$ cat config.mk
export PLATFORM = sky130hd
export DESIGN_NAME = vbc_div_cell
export DESIGN_NICKNAME = d
export VERILOG_FILES = /design/src/rtl/vbc_pkg.sv /design/src/rtl/vbc_div_cell.sv
export SDC_FILE = /design/constraint.sdc
export NUM_CORES = 1
export LEC_CHECK = 0
export BUFFER_PORTS_ARGS = -buffer_cell sky130_fd_sc_hd__clkbuf_2
export CAP_MARGIN = 40
export CORE_AREA = 2 2 128 130
export CTS_CLUSTER_SIZE = 20
export DETAILED_ROUTE_END_ITERATION = 10
export DIE_AREA = 0 0 130 132
export GPL_TIMING_DRIVEN = 0
export PLACE_DENSITY = 0.79
export SYNTH_ARGS = -nofsm -noshare
export SYNTH_HDL_FRONTEND = slang
export SYNTH_SLANG_ARGS = --single-unit
$ cat constraint.sdc
create_clock -name clk -period 4.4 [get_ports clk]
set_input_delay 0.44 -clock clk [delete_from_list [all_inputs] [get_ports clk]]
set_output_delay 0.44 -clock clk [all_outputs]
set_load 0.005 [all_outputs]
$ cat src/rtl/vbc_pkg.sv
// ----------------------------------------------------------------------------
// vbc_pkg
// Shared types, widths and register codes for the velocity budget clamp.
// ----------------------------------------------------------------------------
package vbc_pkg;

  localparam int VEL_W     = 24;
  localparam int LIM_W     = 23;
  localparam int GAIN_W    = 17;
  localparam int IDX_W     = 3;

  // divider cells: 40-bit dividend/quotient, 41-bit divisor
  localparam int DIV_W     = 40;
  localparam int DEN_W     = 41;
  localparam int REM_W     = 42;

  // square-root cells: 54-bit radicand, 27-bit root
  localparam int SQ_RAD_W  = 54;
  localparam int SQ_ROOT_W = 27;
  localparam int SQ_REM_W  = 30;

  localparam int Q_W       = 26;   // q_i after normalising shift
  localparam int SHIFT_W   = 4;
  localparam int BUD_W     = 17;

  localparam int LAT = 1 + DIV_W + 4 + SQ_ROOT_W + 1 + DIV_W + 1;

  localparam logic [LIM_W-1:0]  LIM_RST  = 23'd655360;
  localparam logic [GAIN_W-1:0] GAIN_ONE = 17'd65536;

  typedef enum logic [IDX_W-1:0] {
    REG_MAX_X,
    REG_MAX_Y,
    REG_MAX_Z,
    REG_MAX_YAW,
    REG_GAIN
  } cfg_reg_t;

  typedef struct packed {
    logic signed [VEL_W-1:0] vel_x;
    logic signed [VEL_W-1:0] vel_y;
    logic signed [VEL_W-1:0] vel_z;
    logic signed [VEL_W-1:0] yaw_rate;
  } in_t;

  typedef struct packed {
    logic signed [VEL_W-1:0] lim_x;
    logic signed [VEL_W-1:0] lim_y;
    logic signed [VEL_W-1:0] lim_z;
    logic signed [VEL_W-1:0] lim_yaw_rate;
    logic                    was_scaled;
  } out_t;

  typedef struct packed {
    logic [DEN_W-1:0] rem;
    logic [DIV_W-1:0] num;
    logic [DIV_W-1:0] quo;
    logic [DEN_W-1:0] den;
  } div_t;

  typedef struct packed {
    logic [SQ_REM_W-1:0]  rem;
    logic [SQ_RAD_W-1:0]  rad;
    logic [SQ_ROOT_W-1:0] root;
  } sqrt_t;

  function automatic logic [VEL_W-1:0] mag(input logic [VEL_W-1:0] v);
    logic [VEL_W-1:0] r;
    r = v[VEL_W-1] ? (~v + 1'b1) : v;
    return r;
  endfunction

endpackage

$ cat src/rtl/vbc_div_cell.sv
// ----------------------------------------------------------------------------
// vbc_div_cell
// One restoring division step: one quotient bit per cell, registered.
// ----------------------------------------------------------------------------
module vbc_div_cell (
  input  logic          clk,
  input  vbc_pkg::div_t d_in,
  output vbc_pkg::div_t d_out
);

  vbc_pkg::div_t                 d_r;
  vbc_pkg::div_t                 d_nxt;
  logic [vbc_pkg::REM_W-1:0]     rs;
  logic [vbc_pkg::REM_W-1:0]     dif;

  always_comb begin
    rs        = {d_in.rem, d_in.num[vbc_pkg::DIV_W-1]};
    dif       = rs - {1'b0, d_in.den};
    d_nxt.den = d_in.den;
    d_nxt.num = {d_in.num[vbc_pkg::DIV_W-2:0], 1'b0};
    if (rs >= {1'b0, d_in.den}) begin
      d_nxt.rem = dif[vbc_pkg::DEN_W-1:0];
      d_nxt.quo = {d_in.quo[vbc_pkg::DIV_W-2:0], 1'b1};
    end else begin
      d_nxt.rem = rs[vbc_pkg::DEN_W-1:0];
      d_nxt.quo = {d_in.quo[vbc_pkg::DIV_W-2:0], 1'b0};
    end
  end

  always_ff @(posedge clk) begin
    d_r <= d_nxt;
  end

  assign d_out = d_r;

endmodule

==> results.sh <==
export IMPL_outcome="finished, final reports clean"
export IMPL_final_cell_mix="clkbuf_2 (324), dfxtp_1 (161), nand2_1 (71)"
export IMPL_nets=1199
export IMPL_syn_avg_cell_area_sq_um=9.73
export IMPL_tns_ns=0
export IMPL_ys_seq_elements=161
export IMPL_fin_hold_ws_ns=0.110
export IMPL_leakage_uw=0.00441
export IMPL_setup_worst_path_class="in2reg"
export IMPL_worstPathRequired_ns=4.68
export IMPL_cp_arrival_ns=3.44
export IMPL_synthesis_area_sq_um=6360
export IMPL_grt_pass1_wl_microns=30600
export IMPL_grt_antenna_before_repair=0
export IMPL_die_w_microns=130
export IMPL_cts_tree="built"
export IMPL_fp_dieH_microns=132
export IMPL_layout_commonest_cell="clkbuf_2"
export IMPL_design_area_sq_um=8810
export IMPL_fin_crit_ns=3.16
export IMPL_ant_nets=0
export IMPL_design_core_area_sq_um=15700
export IMPL_final_fill_count=1419
export IMPL_clockRootBuffer="clkbuf_16"
export IMPL_hold_viol=0
export IMPL_hp_class="in2reg"
export IMPL_areaGrowthSynthToFinish_pct=38.5
export IMPL_holdBufCountCts=0
export IMPL_period_share_pct=71.8
export IMPL_crit_path_start_kind="primary input"
export IMPL_clock_path_buffers=2
export IMPL_holdPathEnd="d_out[86]"
export IMPL_cts_sinks=161
export IMPL_cts_resized=0
export IMPL_yosysWarningCount=0
export IMPL_grt_max_degree=18
export IMPL_placed_cell_area_sq_um=8240
export IMPL_avgViaCountPerCell=4.95
export IMPL_finalSetupViolations=0
export IMPL_worstHoldStart="d_in[85]"
export IMPL_totalWireLength_microns=20900
export IMPL_wl_per_cell_microns=17.1
export IMPL_tightest_slew_ns=0.664
export IMPL_rows=46
export IMPL_synth_cell_types=69
export IMPL_ir_drop_mv=0.268
export IMPL_num_vias=6053
export IMPL_yosysSeqAreaShare_pct=50.7
export IMPL_gp_congestion=0.862
export IMPL_syn_nets=858
export IMPL_fmaxAchievable_ghz=0.317
export IMPL_drt_initial_drc_count=352
export IMPL_overflow=0
export IMPL_largest_register_ffs=161
export IMPL_cts_htree_levels=4
export IMPL_grt_pass1_vias=5811
export IMPL_drive_gt1_share_pct=37.5
export IMPL_powerDensity_nw_per_um2=434
export IMPL_final_max_slew_viol_count=0
export IMPL_numPortBuffers=322
export IMPL_post_cts_buffers=0
export IMPL_end_kind="flop"
export IMPL_maxCapViolCount=0
export IMPL_min_path_cells=1
export IMPL_diodes=0
export IMPL_drt_pass1_iterations=6
export IMPL_synth_edf_count=0
export IMPL_cts_buffers=17
export IMPL_track_usage_pct=23.5
export IMPL_ys_async_sr_fraction_pct=0
export IMPL_worstPathMaxFanout=10
export IMPL_syn_inst=653
export IMPL_synth_ff_type="dfxtp_1"
export IMPL_drc=0
export IMPL_clk_pin_slew_ns=0.07
export IMPL_start_util_pct=40.5
export IMPL_dpl_hpwl_microns=17100
export IMPL_die_area_sq_um=17200
export IMPL_rsz0062_at_grt="false"
export IMPL_io_pin_count=325
export IMPL_relSlewSlack_pct=55.4
## cell usage after synthesis, types with 6 or more instances
cell type  count  share of area, %
a21o_1        11               1.3
a21oi_1       43               3.4
clkbuf_1       9              0.53
dfxtp_1      161                51
ha_1          41               8.1
inv_1         57               3.4
nand2_1       71               4.2
nand2b_1       6              0.59
nand3_1        9              0.71
nand4_1       12               1.2
nor2_1        24               1.4
nor3_1         7              0.55
o211ai_1      11               1.3
o21a_1         6              0.71
o21ai_0       44               3.5
o21ai_1       12              0.94
o21bai_1       8              0.94
xnor2_1       19               2.6
xor2_1        14               1.9
## worst max-delay path: stages
cell      delay, ns
clkbuf_2       0.09
inv_1          0.05
ha_1           0.16
inv_1          0.06
fa_1           0.41
a21o_1         0.21
a22o_1         0.20
o31a_1         0.31
a2111o_1       0.42
a21oi_2        0.29
o221a_4        0.27
buf_8          0.18
buf_6          0.18
nand2_1        0.08
o41ai_1        0.09
## cell type report
type	instances	area (sq um)	area share (%)
inverter	57	214	2.43
sequential	161	3220	36.6
tap	216	270	3.07
timing repair buffer	322	1610	18.3
multi-input combinational	412	2770	31.5
clock inverter	14	139	1.58
buffer	23	149	1.69
clock buffer	18	429	4.87
## routing by layer
metal | vias up | GRT usage (%) | part of all wire, %
li1 | 2965 | - | -
met1 | 2785 | 26.1 | 38
met2 | 269 | 41.0 | 50
met3 | 34 | 8.00 | 8.6
met4 | 0 | 8.78 | 2.8
met5 | - | 0 | 0
## power breakdown
group	switching [uW]	internal, uW
clock	675	753
sequential	37.8	1600
combinational	421	339
## through the flow
step	cells	setup WS, ns	utilization, %	total power [uW]
after global routing	1223	1.14	56.0	4000
after global placement	1191	0.850	52.4	2410
after detailed placement	1191	0.824	52.4	2420
final	1223	1.24	56.0	3820
after floorplan	653	1.32	-	2080
after CTS	1223	1.25	56.0	3850
## kinds of logic (layout without fill, tap and decap cells)
family / Yosys count / in the layout / share of synthesized area (%)
xor+xnor: 33 / 33 / 4.55
simple gates: 150 / 150 / 11.0
flops: 161 / 161 / 50.7
buf+inv: 80 / 434 / 5.71
other cells: 1 / 1 / 0.0590
fa+ha+maj: 42 / 42 / 8.39
mux: 6 / 6 / 1.04
compound gates: 180 / 180 / 18.5
## worst max path at each step
| stage | from | to | cells after the start |
|---|---|---|---|
| 2_1_floorplan | d_in[120] | d_out[122] | 12 |
| 3_3_place_gp | d_in[120] | d_out[128] | 13 |
| 3_5_place_dp | d_in[120] | d_out[128] | 13 |
| 4_1_cts | d_in[120] | d_out[154] | 15 |
| 5_1_grt | d_in[120] | d_out[141] | 15 |
| 6_report | d_in[120] | d_out[154] | 15 |
Note: power is estimated with default switching activity, not from simulation.
