**src/rtl/vbc_pkg.sv**
```systemverilog
// ----------------------------------------------------------------------------
// vbc_pkg
// Shared types, widths and register codes for the velocity budget clamp.
// ----------------------------------------------------------------------------
package vbc_pkg;

  localparam int VEL_W     = 24;
  localparam int LIM_W     = 23;
  localparam int GAIN_W    = 17;
  localparam int IDX_W     = 3;

  // divider cells: 40-bit dividend/quotient, 41-bit divisor
  localparam int DIV_W     = 40;
  localparam int DEN_W     = 41;
  localparam int REM_W     = 42;

  // square-root cells: 54-bit radicand, 27-bit root
  localparam int SQ_RAD_W  = 54;
  localparam int SQ_ROOT_W = 27;
  localparam int SQ_REM_W  = 30;

  localparam int Q_W       = 26;   // q_i after normalising shift
  localparam int SHIFT_W   = 4;
  localparam int BUD_W     = 17;

  localparam int LAT = 1 + DIV_W + 4 + SQ_ROOT_W + 1 + DIV_W + 1;

  localparam logic [LIM_W-1:0]  LIM_RST  = 23'd655360;
  localparam logic [GAIN_W-1:0] GAIN_ONE = 17'd65536;

  typedef enum logic [IDX_W-1:0] {
    REG_MAX_X,
    REG_MAX_Y,
    REG_MAX_Z,
    REG_MAX_YAW,
    REG_GAIN
  } cfg_reg_t;

  typedef struct packed {
    logic signed [VEL_W-1:0] vel_x;
    logic signed [VEL_W-1:0] vel_y;
    logic signed [VEL_W-1:0] vel_z;
    logic signed [VEL_W-1:0] yaw_rate;
  } in_t;

  typedef struct packed {
    logic signed [VEL_W-1:0] lim_x;
    logic signed [VEL_W-1:0] lim_y;
    logic signed [VEL_W-1:0] lim_z;
    logic signed [VEL_W-1:0] lim_yaw_rate;
    logic                    was_scaled;
  } out_t;

  typedef struct packed {
    logic [DEN_W-1:0] rem;
    logic [DIV_W-1:0] num;
    logic [DIV_W-1:0] quo;
    logic [DEN_W-1:0] den;
  } div_t;

  typedef struct packed {
    logic [SQ_REM_W-1:0]  rem;
    logic [SQ_RAD_W-1:0]  rad;
    logic [SQ_ROOT_W-1:0] root;
  } sqrt_t;

  function automatic logic [VEL_W-1:0] mag(input logic [VEL_W-1:0] v);
    logic [VEL_W-1:0] r;
    r = v[VEL_W-1] ? (~v + 1'b1) : v;
    return r;
  endfunction

endpackage

```
**src/rtl/vbc_sqrt_cell.sv**
```systemverilog
// ----------------------------------------------------------------------------
// vbc_sqrt_cell
// One digit-pair step of an integer square root, one root bit per cell.
// ----------------------------------------------------------------------------
module vbc_sqrt_cell (
  input  logic           clk,
  input  vbc_pkg::sqrt_t d_in,
  output vbc_pkg::sqrt_t d_out
);

  vbc_pkg::sqrt_t                d_r;
  vbc_pkg::sqrt_t                d_nxt;
  logic [vbc_pkg::SQ_REM_W-1:0]  rs;
  logic [vbc_pkg::SQ_REM_W-1:0]  trial;

  always_comb begin
    rs    = {d_in.rem[vbc_pkg::SQ_REM_W-3:0], d_in.rad[vbc_pkg::SQ_RAD_W-1 -: 2]};
    trial = {1'b0, d_in.root, 2'b01};
    d_nxt.rad = {d_in.rad[vbc_pkg::SQ_RAD_W-3:0], 2'b00};
    if (rs >= trial) begin
      d_nxt.rem  = rs - trial;
      d_nxt.root = {d_in.root[vbc_pkg::SQ_ROOT_W-2:0], 1'b1};
    end else begin
      d_nxt.rem  = rs;
      d_nxt.root = {d_in.root[vbc_pkg::SQ_ROOT_W-2:0], 1'b0};
    end
  end

  always_ff @(posedge clk) begin
    d_r <= d_nxt;
  end

  assign d_out = d_r;

endmodule
```
**config.mk**
```make
export PLATFORM = sky130hd
export DESIGN_NAME = vbc_sqrt_cell
export DESIGN_NICKNAME = d
export VERILOG_FILES = /design/src/rtl/vbc_pkg.sv /design/src/rtl/vbc_sqrt_cell.sv
export SDC_FILE = /design/constraint.sdc
export NUM_CORES = 1
export LEC_CHECK = 0
export BUFFER_PORTS_ARGS = -buffer_cell sky130_fd_sc_hd__buf_2
export CORE_MARGIN = 2
export CORE_UTILIZATION = 41
export CTS_CLUSTER_DIAMETER = 150
export DETAILED_ROUTE_END_ITERATION = 6
export PLACE_DENSITY = 0.77
export SETUP_SLACK_MARGIN = 0.2
export SLEW_MARGIN = 40
export SYNTH_ARGS = -nofsm -noshare
export SYNTH_HDL_FRONTEND = slang
export SYNTH_SLANG_ARGS = --single-unit
```
**constraint.sdc**
```tcl
create_clock -name clk -period 2.55 [get_ports clk]
set_input_delay 0.51 -clock clk [delete_from_list [all_inputs] [get_ports clk]]
set_output_delay 0.51 -clock clk [all_outputs]
set_load 0.02 [all_outputs]
```
==> impl_metrics.csv <==
group,metric,value,unit
floorplanning,die_w,108,um
sta,grt_setup_unrepaired,"false",
clock_tree,cts_inserted_buffers,9,
global_routing,gr-usage-all-layers,20.9,%
floorplanning,ios,223,
sta,fin_crit,2.30,ns
logic_synthesis,synth_mux_area_share,1.71,%
drt,drtIter0Drc,175,
critical_path,startpoint,"d_in[86]",
clock_tree,clkTransAtPathRegs,0.10,ns
placement,pre_cts_ws,-0.175,ns
logic_synthesis,ys_seq_area_share,49.7,%
logic_synthesis,yosys-top-cells-count,"dfxtp_1 (109), inv_1 (39), nor2_1 (37)",
pwr,vdd_drop_max,0.000450,V
finish,diodes,0,
clock_tree,h-tree-depth,3,
logic_synthesis,yosysTopAreaCellShare,49.7,%
finish,stdcell_count,855,
logic_synthesis,synthAdderAreaFrac,8.26,%
global_routing,grt_pass1_vias,3942,
placement,place_congestion,0.800,
drt,ant_nets,0,
logic_synthesis,synth.avg_cell_area,10.0,sq um
drt,drt-total-wl,13.0,mm
critical_path,crit_family,"compound AO/OA/AOI/OAI gates",
logic_synthesis,synth_warnings,0,
sta,fmaxAchievable,436,MHz
logic_synthesis,synth_edf_count,0,
clock_tree,clk_path_buf_depth,2,
floorplanning,start_util,42.4,%
critical_path,worstPathRequired,2.83,ns
global_routing,antenna_found_initial,0,
drt,drt-wirelength-per-cell,15.3,um
critical_path,slowest_delay,0.34,ns
clock_tree,clkSinkCount,109,
logic_synthesis,synth_cell_types,54,
logic_synthesis,yosys_most_used_dff,"dfxtp_1",
finish,final_nets,855,
logic_synthesis,synth-compound-area-share,19.7,%
global_routing,grt_pass1_wl,18.6,mm
flow_run,maxCapViolCount,0,
pwr,powerDensity,688,nW/um^2
clock_tree,root_buffer,"clkbuf_8",
finish,layout.core_utilization,63.7,%
clock_tree,cts_tree,"yes",
global_routing,grt_max_degree,20,
drt,drc_errors,0,
logic_synthesis,synth_top_family_by_area,"compound AO/OA/AOI/OAI gates",
logic_synthesis,synthSimpleGateAreaFrac,9.28,%
pwr,p_leak,3.28,nW
sta,hold_viol_final,0,
drt,num_vias,4111,
sta,maxSlewViolCount,0,
drt,drt-vias-per-instance,4.81,
floorplanning,num_rows,37,
critical_path,cp-start-kind,"input pin",
critical_path,cp.buffers_inverters,3,
critical_path,cp_slowest_cell,"a211o_1",
logic_synthesis,synth.most_common_cell,"dfxtp_1",
min_path,hold_path_class,"in -> reg",
critical_path,end_kind,"flip-flop",
status,status,"complete, no violations",
logic_synthesis,synth_area,4390,sq um
sta,setup_slack,0.255,ns
min_path,worstHoldStart,"d_in[27]",
finish,area_growth,50.3,%
clock_tree,cts_hold_buf,0,
sta,post-route-period-util,90.0,%
placement,hpwl,9.94,mm
finish,largest_reg_flops,109,
logic_synthesis,async_flop_share,0,%
logic_synthesis,synth_area_leader_cell,"dfxtp_1",
floorplanning,die_area,11600,sq um
global_routing,grt_overflow,0,
placement,dp_cells,830,
logic_synthesis,synth-xor-area-share,5.38,%
critical_path,cpMostUsedCell,"buf_12",
floorplanning,die_y,108,um
drt,drtPass1Iterations,4,
placement,io_buffers,218,
floorplanning,core-area,10400,sq um
logic_synthesis,synth.area.top_cells,"dfxtp_1 (50%), ha_1 (8.3%), a21oi_2 (4.0%)",
sta,setup_violations,0,
logic_synthesis,synthCells,438,
critical_path,cp.arrival,2.58,ns
finish,final_layout_size_suffix_gt1_share,51.3,%
logic_synthesis,ys_seq_elements,109,
critical_path,cp_cell_sequence,"buf_2 -> ha_4 -> a211o_1 -> a21oi_2 -> nand3b_1 -> o2111ai_2 -> a31oi_4 -> o21ai_4 -> buf_12 -> buf_12 -> mux2_2",
critical_path,crit_type,"in -> reg",
critical_path,crit_fanout,7,
==> layout by cell type (no fill, tap or decap), types with 3 or more instances in the layout <==
cell / count
buf_2: 217
dfxtp_1: 109
buf_4: 58
inv_1: 36
nor2_1: 28
a21oi_1: 25
a21oi_2: 25
ha_1: 19
xnor2_1: 17
nand2_1: 16
a21o_1: 13
o21ai_0: 11
nand4_1: 10
xor2_1: 10
ha_4: 10
clkbuf_8: 9
a31oi_1: 7
nand3_1: 6
o21ai_1: 6
o21bai_1: 5
nor2_4: 5
buf_12: 5
nand2b_1: 4
nor2_2: 4
o21a_1: 4
mux2_2: 4
inv_8: 3
a211o_1: 3
nor2b_1: 3
o21ai_2: 3
bufinv_16: 3
==> layout make-up <==
cell class / count / area [sq um]
repair buffers: 283 / 1660
inverters: 39 / 156
clock buffers: 9 / 124
fillers: 849 / 3760
well taps: 136 / 170
multi-input cells: 272 / 2190
clock inverters: 7 / 129
flip-flops and latches: 109 / 2180
==> cells by family after synthesis <==
logic type,count (synthesis)
other,1
DFF,109
AOI/OAI and AO/OA,121
xor gates and xnor gates,27
adders and majority gates,29
muxes,6
buffers and inverters,58
and+or+nand+nor,87
==> report_power, final <==
group	internal, mW	switching [mW]	leakage (nW)
Clock	0.669	0.618	0.124
Sequential	1.87	0.0388	0.920
Combinational	0.605	0.745	2.23
==> metrics by stage <==
stage | hold WS, ns | power (mW) | instance area, sq um | TNS (ns)
after floorplan | 0.538 | 2.73 | 4550 | 0
after global placement | 0.613 | 3.20 | 6130 | -1.76
after detailed placement | 0.614 | 3.22 | 6130 | -2.06
after CTS | 0.199 | 4.51 | 6390 | 0
after global routing | 0.190 | 4.75 | 6610 | 0
final | 0.216 | 4.55 | 6610 | 0
==> metal layers <==
metal | track usage (%) | share of wire, % | up-vias
met2 | 37.7 | 51 | 149
met1 | 22.4 | 39 | 1901
li1 | - | - | 2040
met3 | 7.02 | 8.2 | 21
met4 | 7.97 | 1.9 | 0
met5 | 0 | 0 | -
==> final timing paths <==
path	to	slack, ns	cells after the start
min	d_out[29]	0.22	1
max	d_out[84]	0.25	11
==> timing repair <==
item                       4_1_cts  5_1_grt
buffers inserted                 0        9
gates resized for setup          0       31
setup endpoints to repair        0       14
Note: power is estimated with default switching activity, not from simulation.
